--- src/hw/rtl/trht_pkg.sv ---
// trht_pkg: shared types, constants and calibration coefficients for the
// touch region hit table; no dependencies
package trht_pkg;

  localparam int PAGES_DEF         = 8;
  localparam int LAYERS_DEF        = 4;
  localparam int SLOTS_DEF         = 16;
  localparam int SCREEN_WIDTH_DEF  = 480;
  localparam int SCREEN_HEIGHT_DEF = 272;
  localparam int MAX_RES           = 16;

  localparam logic signed [17:0] CAL_XA = 18'sd34269;
  localparam logic signed [17:0] CAL_XB = 18'sd184;
  localparam logic signed [35:0] CAL_XL = -36'sd2080978;
  localparam logic signed [17:0] CAL_YA = -18'sd262;
  localparam logic signed [17:0] CAL_YB = 18'sd23901;
  localparam logic signed [35:0] CAL_YL = -36'sd1496921;

  typedef enum logic [1:0] {
    ACT_REG   = 2'd0,
    ACT_UNREG = 2'd1,
    ACT_TOUCH = 2'd2
  } action_t;

  typedef enum logic [2:0] {
    RPL_REGISTERED = 3'd0,
    RPL_FULL       = 3'd1,
    RPL_UNREG      = 3'd2,
    RPL_HIT        = 3'd3,
    RPL_NOHIT      = 3'd4,
    RPL_REJECT     = 3'd5
  } reply_t;

  localparam logic [1:0] CFG_PAGE  = 2'd0;
  localparam logic [1:0] CFG_LAYER = 2'd1;
  localparam logic [1:0] CFG_MASK  = 2'd2;

  typedef struct packed {
    logic [1:0]  action;
    logic [2:0]  page;
    logic [1:0]  layer;
    logic [3:0]  slot_index;
    logic [9:0]  left;
    logic [9:0]  top;
    logic [9:0]  right;
    logic [9:0]  bottom;
    logic [3:0]  kind;
    logic [15:0] ident;
    logic [15:0] raw_first;
    logic [15:0] raw_second;
  } in_item_t;

  typedef struct packed {
    logic [2:0]  reply;
    logic [3:0]  found_slot;
    logic [3:0]  hit_kind;
    logic [15:0] hit_ident;
    logic [9:0]  screen_x;
    logic [9:0]  screen_y;
    logic        last;
  } out_item_t;

  // table entry: edges, kind, ident, live
  typedef struct packed {
    logic [9:0]  left;
    logic [9:0]  top;
    logic [9:0]  right;
    logic [9:0]  bottom;
    logic [3:0]  kind;
    logic [15:0] ident;
    logic        live;
  } entry_t;

  // shared multiply-accumulate operation select
  typedef struct packed {
    logic              en;
    logic              clr;
    logic signed [17:0] coef;
    logic signed [17:0] opnd;
  } mac_ctl_t;

endpackage

--- src/hw/rtl/trht_mac.sv ---
// trht_mac: shared 18x18 multiply-accumulate unit used for calibration
// depends on trht_pkg
module trht_mac import trht_pkg::*; (
  input  logic               clk,
  input  mac_ctl_t           ctl,
  input  logic signed [35:0] init,
  output logic signed [35:0] acc
);

  logic signed [35:0] acc_r, acc_nxt;
  logic signed [35:0] prod_r;
  logic               add_r;

  always_comb begin
    acc_nxt = acc_r;
    if (ctl.clr) acc_nxt = init;
    else if (add_r) acc_nxt = acc_r + prod_r;
  end

  always_ff @(posedge clk) begin
    prod_r <= ctl.coef * ctl.opnd;
    add_r  <= ctl.en;
    acc_r  <= acc_nxt;
  end

  assign acc = acc_r;

endmodule

--- config.mk ---
export PLATFORM = sky130hd
export DESIGN_NAME = trht_mac
export DESIGN_NICKNAME = d
export VERILOG_FILES = /design/src/hw/rtl/trht_pkg.sv /design/src/hw/rtl/trht_mac.sv
export SDC_FILE = /design/constraint.sdc
export NUM_CORES = 1
export LEC_CHECK = 0
export BUFFER_PORTS_ARGS = -buffer_cell sky130_fd_sc_hd__buf_2
export CORE_MARGIN = 3
export CORE_UTILIZATION = 40
export DETAILED_ROUTE_END_ITERATION = 6
export GPL_ROUTABILITY_DRIVEN = 0
export SLEW_MARGIN = 40
export SYNTH_ARGS = -nofsm -noshare
export SYNTH_HDL_FRONTEND = slang
export SYNTH_SLANG_ARGS = --single-unit
export TNS_END_PERCENT = 20
--- constraint.sdc ---
create_clock -name clk -period 6.7 [get_ports clk]
set_clock_uncertainty 0.1 [all_clocks]
set_input_delay 0.335 -clock clk [delete_from_list [all_inputs] [get_ports clk]]
set_output_delay 0.335 -clock clk [all_outputs]
set_load 0.05 [all_outputs]
# [Word level (Yosys, flattened, before mapping)]
# Index checks and enable logic that the tools add are counted.
[totals] register_bits=73 input_bits=75 out_inout_bits=36 wordCells=8
[classes] n_addsub=1 multipliers=1 mux=2 n_reduce_logical=1
[ops] cell="$mux W36" count=2
[ops] cell="$add A36 B36 Y36" count=1
[ops] cell="$mul A18 B18 Y36" count=1
[ops] cell="$reduce_bool A2 Y1" count=1

# [Longest topological paths before layout]
# Gate-level depths: netlist of the first run.
[depth] ltp_word=3 depth_mapped=26 ltp_nobuf=23

# [Worst setup path after synthesis of the first run]
# Ideal clock, no wire load.
[synth_timing] path_kind="input port to flip-flop" startpoint="in ctl[35] (netlist bit)" endpoint="reg prod_r[35]" setup_time_ps=79 arrival_time_ps=6216 required_time_ps=6521 setup_slack_ps=305 path_stages=24 n_path_buf=2 cell_sequence="clkbuf_1 > clkbuf_1 > nand2_1 > inv_1 > fa_1 > inv_1 > fa_1 > inv_1 > ha_1 > inv_1 > fa_1 > inv_1 > fa_1 > inv_1 > fa_1 > inv_1 > ha_1 > a21o_1 > a221oi_1 > o21bai_1 > a22o_1 > a211o_1 > a2111o_1 > o211ai_1"
[synth_between] elab_chain_len=1
[synth_rtl] item="start, declared" line="trht_mac.sv:5" text="input mac_ctl_t ctl,"
[synth_rtl] item="$mul A18 B18 Y36" line="trht_mac.sv:21" text="prod_r <= ctl.coef * ctl.opnd;"
[synth_rtl] item="end signal, assigned" line="trht_mac.sv:21"
[synth_rtl] item="end, declared" line="trht_mac.sv:11" text="logic signed [35:0] prod_r;"
# Every way passes these cells.
# A chain may end at the register's enable or synchronous reset.

# [Final worst setup path of the first run]
[layout_timing] startpoint="in ctl[3] (netlist bit)" endpoint="reg prod_r[35]"
# Same word-level chain as after synthesis.

==> reports/metrics.csv, run 1 <==
metric,value,unit
status,"finished, final reports clean",
first-pass iteration count of the detailed router,5,
total placed cells including tap cells,2363,
Layout area overhead,8.801,%
Crit path required time,6.86,ns
setup fix buffers added after clock tree synthesis,0,
number of top-level pins,111,
number of synthesized register bits,73,
endpoint type of the worst setup path,register,
class of the most critical setup path,primary input to register,
initial DRC count,497,
clock latency at the later pin of the worst-skew pair,0.34,ns
CTS sink count,73,
DRC violation count after routing,0,
Fin Setup TNS,0,ns
register-to-register path setup slack,3.36,ns
"Remaining Overflow, GRT",0,
proportion of netlist area held by the largest area contributor,40.62,%
"commonest non-fill, non-tap cell in the layout",inv_1,
initial antenna violation count,0,
effective utilization at floorplan,40.75,%
average cell area after synthesis,9.204,um^2
gate count of the mapped netlist,1767,
Placeable Area,39910,um^2
Netlist Area Pre-Place,16260,um^2
CP max FO,18,
cell-by-cell trace of the critical path,"buf_2, nand2_1, fa_1, inv_1, fa_1, fa_1, fa_1, fa_1, inv_1, fa_1, inv_1, ha_1, and3_1, nand3_1, or3_1, a21oi_1, a211o_1, nand2_1, o211ai_1",
die span in x,207.6,um
pin count of the biggest net entering global routing,80,
biggest area contributors in the synthesized netlist,"fa_1 41%, ha_1 9.8%, inv_1 9.3%",
via count of the first global-routing pass,12840,
most used cell along the critical path,fa_1,
dominant delay contributor by cell family on the critical path,adder cells,
vias,12010,
destination of the worst hold path,acc[17],
minimum clock period after layout,6.146,ns
"EDFF count, synth",36,
async set-reset flop share out of synthesis,0,%
number of distinct library cells after synthesis,73,
Worst R2R Path Depth,11,
Worst Path Arrival,6.31,ns
syn nets,2300,
fill count,3950,
R2R Path Start,prod_r[0],
worst path buffer plus inverter count,4,
Die Y,207.6,um
Hold/Removal Path Class,primary input to register,
number of slew-limit violations in the final report,0,
Cell Rows,73,
Util after Layout,44.33,%
number of buffers between clock root and the deepest sink,2,
register area,1822,um^2
worst r2r dst,acc[34],
number of setup violations in the final report,0,
Final Net Count,2383,
share of layout cells above drive strength 1,8.841,%
PostCTS Resize Cnt,0,
"commonest non-fill, non-tap cells in the layout","402 x inv_1, 330 x fa_1, 211 x nand2_1",
Yosys warning total,0,
Hold Fails Final Rpt,0,
average via count per standard cell,5.043,
count of hold buffers inserted by post-cts repair,1,
Crit path depth,19,
non-filler cells in the finished layout,2381,
max_slew headroom,51.29,%
Slowest Stage Delay on Critical Path,0.63,ns
actual transition at the worst max-transition pin,0.7306,ns
flip-flop cell with the highest count after synthesis,dfxtp_1,
highest clock frequency the design can meet,0.1627,GHz
first-pass GRT wire length,64.82,mm
Worst Hold Depth,3,
Port Buffer Count,110,
number of nets with antenna violations after routing,0,
HPWL reported at the end of detailed placement,33.52,mm
maximum level of the CTS H-tree,3,
fraction of the yosys area taken by sequential cells,11.20,%
Worst-path clk slew,0.06,ns
aggregate global-route resource usage,18.56,%
number of clock buffers inserted by TritonCTS,9,
final cycle utilization of the critical path,91.74,%
unrepaired setup endpoints after global routing,false,
clock tree from TritonCTS,yes,
Die ar.,43120,um^2
wire length per cell,16.58,um
slowest stage cell on the critical path,fa_1,
multi-input logic area,12680,um^2
Detailed Route WL,39.47,mm
root buf cell,clkbuf_16,
library cell with the largest summed area after synthesis,fa_1,
Hold Crit Start,init[17],
sort of element at the start of the critical path,primary input,
max-capacitance violation count,0,
-- cells in the mapped netlist (all sizes together), types with 4 or more instances --
master	instances
and2	164
and4	4
o21a	11
nand2	211
dfxtp	37
or3	8
xnor2	37
xor2	23
a21oi	56
nand3	13
ha	128
a211oi	15
clkbuf	51
edfxtp	36
a21o	27
nor2b	9
nor2	43
a31oi	8
o211ai	6
inv	402
nand2b	12
and3	7
nor3	6
o21bai	8
o21ai	57
fa	330
-- layout make-up --
type	instances	share of cell area (%)
clock buffers	10	1.414
repair buffers	128	3.889
multi-input cells	1236	71.66
inverters	402	8.527
diodes	1	0.01414
flip-flops and latches	73	10.29
well taps	525	3.712
clock inverters	6	0.4879
-- worst max-delay path by stage --
stage	startpoint	end	slack (ns)
final	ctl[3]	prod_r[35]	0.55
after global routing	ctl[3]	prod_r[35]	0.24
after CTS	ctl[25]	prod_r[34]	0.59
after detailed placement	ctl[25]	prod_r[34]	0.24
after global placement	ctl[9]	prod_r[34]	0.31
after floorplan	ctl[35]	prod_r[35]	0.31
-- flip-flops by register name (all words and copies together) (netlist names) --
| register | flops |
|---|---|
| prod_r | 36 |
| add_r | 1 |
| acc | 36 |
-- worst min-delay path, cell delays in order --
cell and delay, ns:
buf_2 0.07, nand2_1 0.04, o21ai_0 0.05
-- per-stage QoR --
stage	setup slack [ns]	area (um^2)	hold slack (ns)
finish	0.5537	17700	0.1664
global route	0.2408	17690	0.1678
CTS	0.5860	17690	0.1566
detailed placement	0.2355	17350	0.3408
global placement	0.3055	17340	0.3376
floorplan	0.3053	16260	0.2627
-- kinds of logic (layout without fill, tap and decap cells) --
family / Yosys count / count (layout) / share of synthesized area [%]
AOI/OAI and AO/OA: 225 / 225 / 9.109
xor gates and xnor gates: 60 / 60 / 3.231
adders and majority gates: 458 / 458 / 50.47
buffers and inverters: 458 / 546 / 10.85
DFF: 73 / 73 / 11.20
muxes: 4 / 4 / 0.2616
other: 0 / 1 / 0
and+or+nand+nor: 489 / 489 / 14.89
-- metal layers --
metal  track usage (%)  share of wire, %  wire [um]  vias to the layer above
met5                 0                 0          0                        -
met1             23.43                41      16280                     6147
met2             33.06                52      20510                      210
met3             2.630               3.6       1413                       66
met4             5.720               3.2       1276                        0
li1                  -                 -          -                     5585
Power of run 1 is left out: the tool's default activity adds up to more than one toggle a clock period on the data nets, which glitch-free logic cannot reach.
==> run 2, diff against run 1 <==
--- a/config.mk
+++ b/config.mk
@@ -10,6 +10,7 @@
 export CORE_UTILIZATION = 40
 export DETAILED_ROUTE_END_ITERATION = 6
 export GPL_ROUTABILITY_DRIVEN = 0
+export PLACE_DENSITY_LB_ADDON = 0.15
 export SLEW_MARGIN = 40
 export SYNTH_ARGS = -nofsm -noshare
 export SYNTH_HDL_FRONTEND = slang
==> constraint.sdc (replaced) <==
create_clock -name clk -period 6.6 [get_ports clk]
set_clock_uncertainty 0.1 [all_clocks]
set_input_delay 0.33 -clock clk [delete_from_list [all_inputs] [get_ports clk]]
set_output_delay 0.33 -clock clk [all_outputs]
set_load 0.05 [all_outputs]
==> reports/metrics.csv, run 2 (synthesized netlist as in run 1, its figures left out) <==
metric,value,unit,change
number of nets with antenna violations after routing,0,,unchanged
effective utilization at floorplan,40.75,%,unchanged
vias,11780,,-1.9%
Layout area overhead,8.470,%,
Hold/Removal Path Class,primary input to register,,
DRC violation count after routing,0,,unchanged
worst path buffer plus inverter count,6,,+2
CTS sink count,73,,unchanged
initial antenna violation count,0,,unchanged
amount of wire on met2 after detailed routing,21.32,mm,+4.0%
"commonest non-fill, non-tap cells in the layout","402 x inv_1, 330 x fa_1, 211 x nand2_1",,
Port Buffer Count,110,,unchanged
Worst Path Arrival,6.24,ns,-0.07 ns
die span in x,207.6,um,unchanged
root buf cell,clkbuf_16,,
most used cell along the critical path,fa_1,,
unrepaired setup endpoints after global routing,false,,
"commonest non-fill, non-tap cell in the layout",inv_1,,
Hold Crit Start,init[17],,
clock tree from TritonCTS,yes,,
Placeable Area,39910,um^2,unchanged
dominant delay contributor by cell family on the critical path,adder cells,,
clock latency at the later pin of the worst-skew pair,0.34,ns,about the same
slowest stage cell on the critical path,fa_1,,
highest metal layer with signal wires,met4,,
R2R Path Start,prod_r[0],,
Worst-path clk slew,0.06,ns,about the same
Final Instance Area,17640,um^2,-0.30%
cell-by-cell trace of the critical path,"buf_2, nand2_1, fa_1, inv_1, fa_1, inv_1, fa_1, inv_1, fa_1, fa_1, inv_1, fa_1, inv_1, ha_1, and4_1, a221oi_1, a21oi_1, o21ai_0, a31oi_1, a311o_1",,
HPWL reported at the end of detailed placement,33.72,mm,+0.61%
PostCTS Resize Cnt,0,,unchanged
Die Y,207.6,um,unchanged
endpoint type of the worst setup path,register,,
first-pass GRT wire length,64.92,mm,+0.15%
maximum level of the CTS H-tree,3,,unchanged
max-capacitance violation count,0,,unchanged
max_slew headroom,52.55,%,+1.3 points
Hold Fails Final Rpt,0,,unchanged
number of setup violations in the final report,0,,unchanged
number of clock buffers inserted by TritonCTS,9,,unchanged
final cycle utilization of the critical path,92.63,%,
number of top-level pins,111,,unchanged
Die ar.,43120,um^2,unchanged
"Remaining Overflow, GRT",0,,unchanged
number of buffers between clock root and the deepest sink,2,,unchanged
status,"finished, final reports clean",,
antenna diode count,0,,-1
share of layout cells above drive strength 1,8.890,%,+0.049 points
highest clock frequency the design can meet,0.1636,GHz,
aggregate global-route resource usage,18.56,%,about the same
CP max FO,18,,unchanged
first-pass iteration count of the detailed router,5,,unchanged
total placed cells including tap cells,2364,,+0.042%
initial DRC count,494,,-0.60%
Cell Rows,73,,unchanged
wire length per cell,16.35,um,-1.4%
Fin Setup TNS,0,ns,unchanged
Crit path required time,6.73,ns,-0.13 ns
pin count of the biggest net entering global routing,80,,unchanged
Final Net Count,2384,,+0.042%
non-filler cells in the finished layout,2381,,unchanged
sort of element at the start of the critical path,primary input,,
number of slew-limit violations in the final report,0,,unchanged
average via count per standard cell,4.948,,-1.9%
minimum clock period after layout,6.113,ns,
class of the most critical setup path,primary input to register,,
crit path from,ctl[9],,
Slowest Stage Delay on Critical Path,0.57,ns,-0.06 ns
Fin Hold WS,0.1645,ns,-0.001910 ns
instance area after placement,17350,um^2,about the same
fill count,3989,,+0.99%
routed wl met3,901,um,-36%
wl on met1,16.13,mm,-0.88%
actual transition at the worst max-transition pin,0.7118,ns,-0.01878 ns
via count of the first global-routing pass,12660,,-1.4%
Detailed Route WL,38.92,mm,-1.4%
[run 2: changes by cell type in the layout (fill, tap and decap cells not counted), sizes merged]
cell and change:
diode -1, inv +2, buf +1, bufinv -2
[run 2: timing repair]
| action | in CTS | in global routing |
|---|---|---|
| buffers inserted | 0 | 0 |
| hold endpoints to repair | 1 | 0 |
| hold buffers | 1 | 0 |
[run 2: layer usage]
metal / vias to the layer above / GRT usage [%]
met4: 0 / 2.953
met5: - / 0
met3: 28 / 2.055
met2: 151 / 34.86
li1: 5572 / -
met1: 6031 / 23.42
[run 2: final timing paths]
| path | end | slack, ns | cells past startpoint |
|---|---|---|---|
| worst min-delay path | acc[17] | 0.16 | 3 |
| worst max register to register | acc[34] | 3.20 | 11 |
| worst max-delay path | prod_r[34] | 0.49 | 20 |
| worst min register to register | acc[0] | 0.61 | 2 |
[run 2: cell type report]
cell class | count | area, um^2 | share of cell area [%]
sequential | 73 | 1822 | 10.33
clock inverter | 6 | 38.79 | 0.2199
clock buffer | 10 | 239.0 | 1.355
inverter | 402 | 1509 | 8.553
timing repair buffer | 129 | 695.7 | 3.943
multi-input combinational | 1236 | 12680 | 71.88
tap | 525 | 656.9 | 3.723
[run 2: metrics by stage]
stage / utilization [%] / setup slack [ns]
2_1_floorplan: - / 0.2103
4_1_cts: 44.20 / 0.4947
3_3_place_gp: 43.47 / 0.2091
6_report: 44.20 / 0.4866
5_1_grt: 44.20 / 0.1450
3_5_place_dp: 43.48 / 0.1438
[run 2: worst reg2reg max path: cells and delay by family, from the launching register on]
family | cells | cell delay [ns]
AND/OR/NAND/NOR | 1 | 0.18
buffers and inverters | 1 | 0.08
flip-flops | 1 | 0.35
adder cells (fa/ha/maj) | 2 | 0.66
AO/OA/AOI/OAI | 7 | 1.74
Power of run 2 is left out for the same reason.
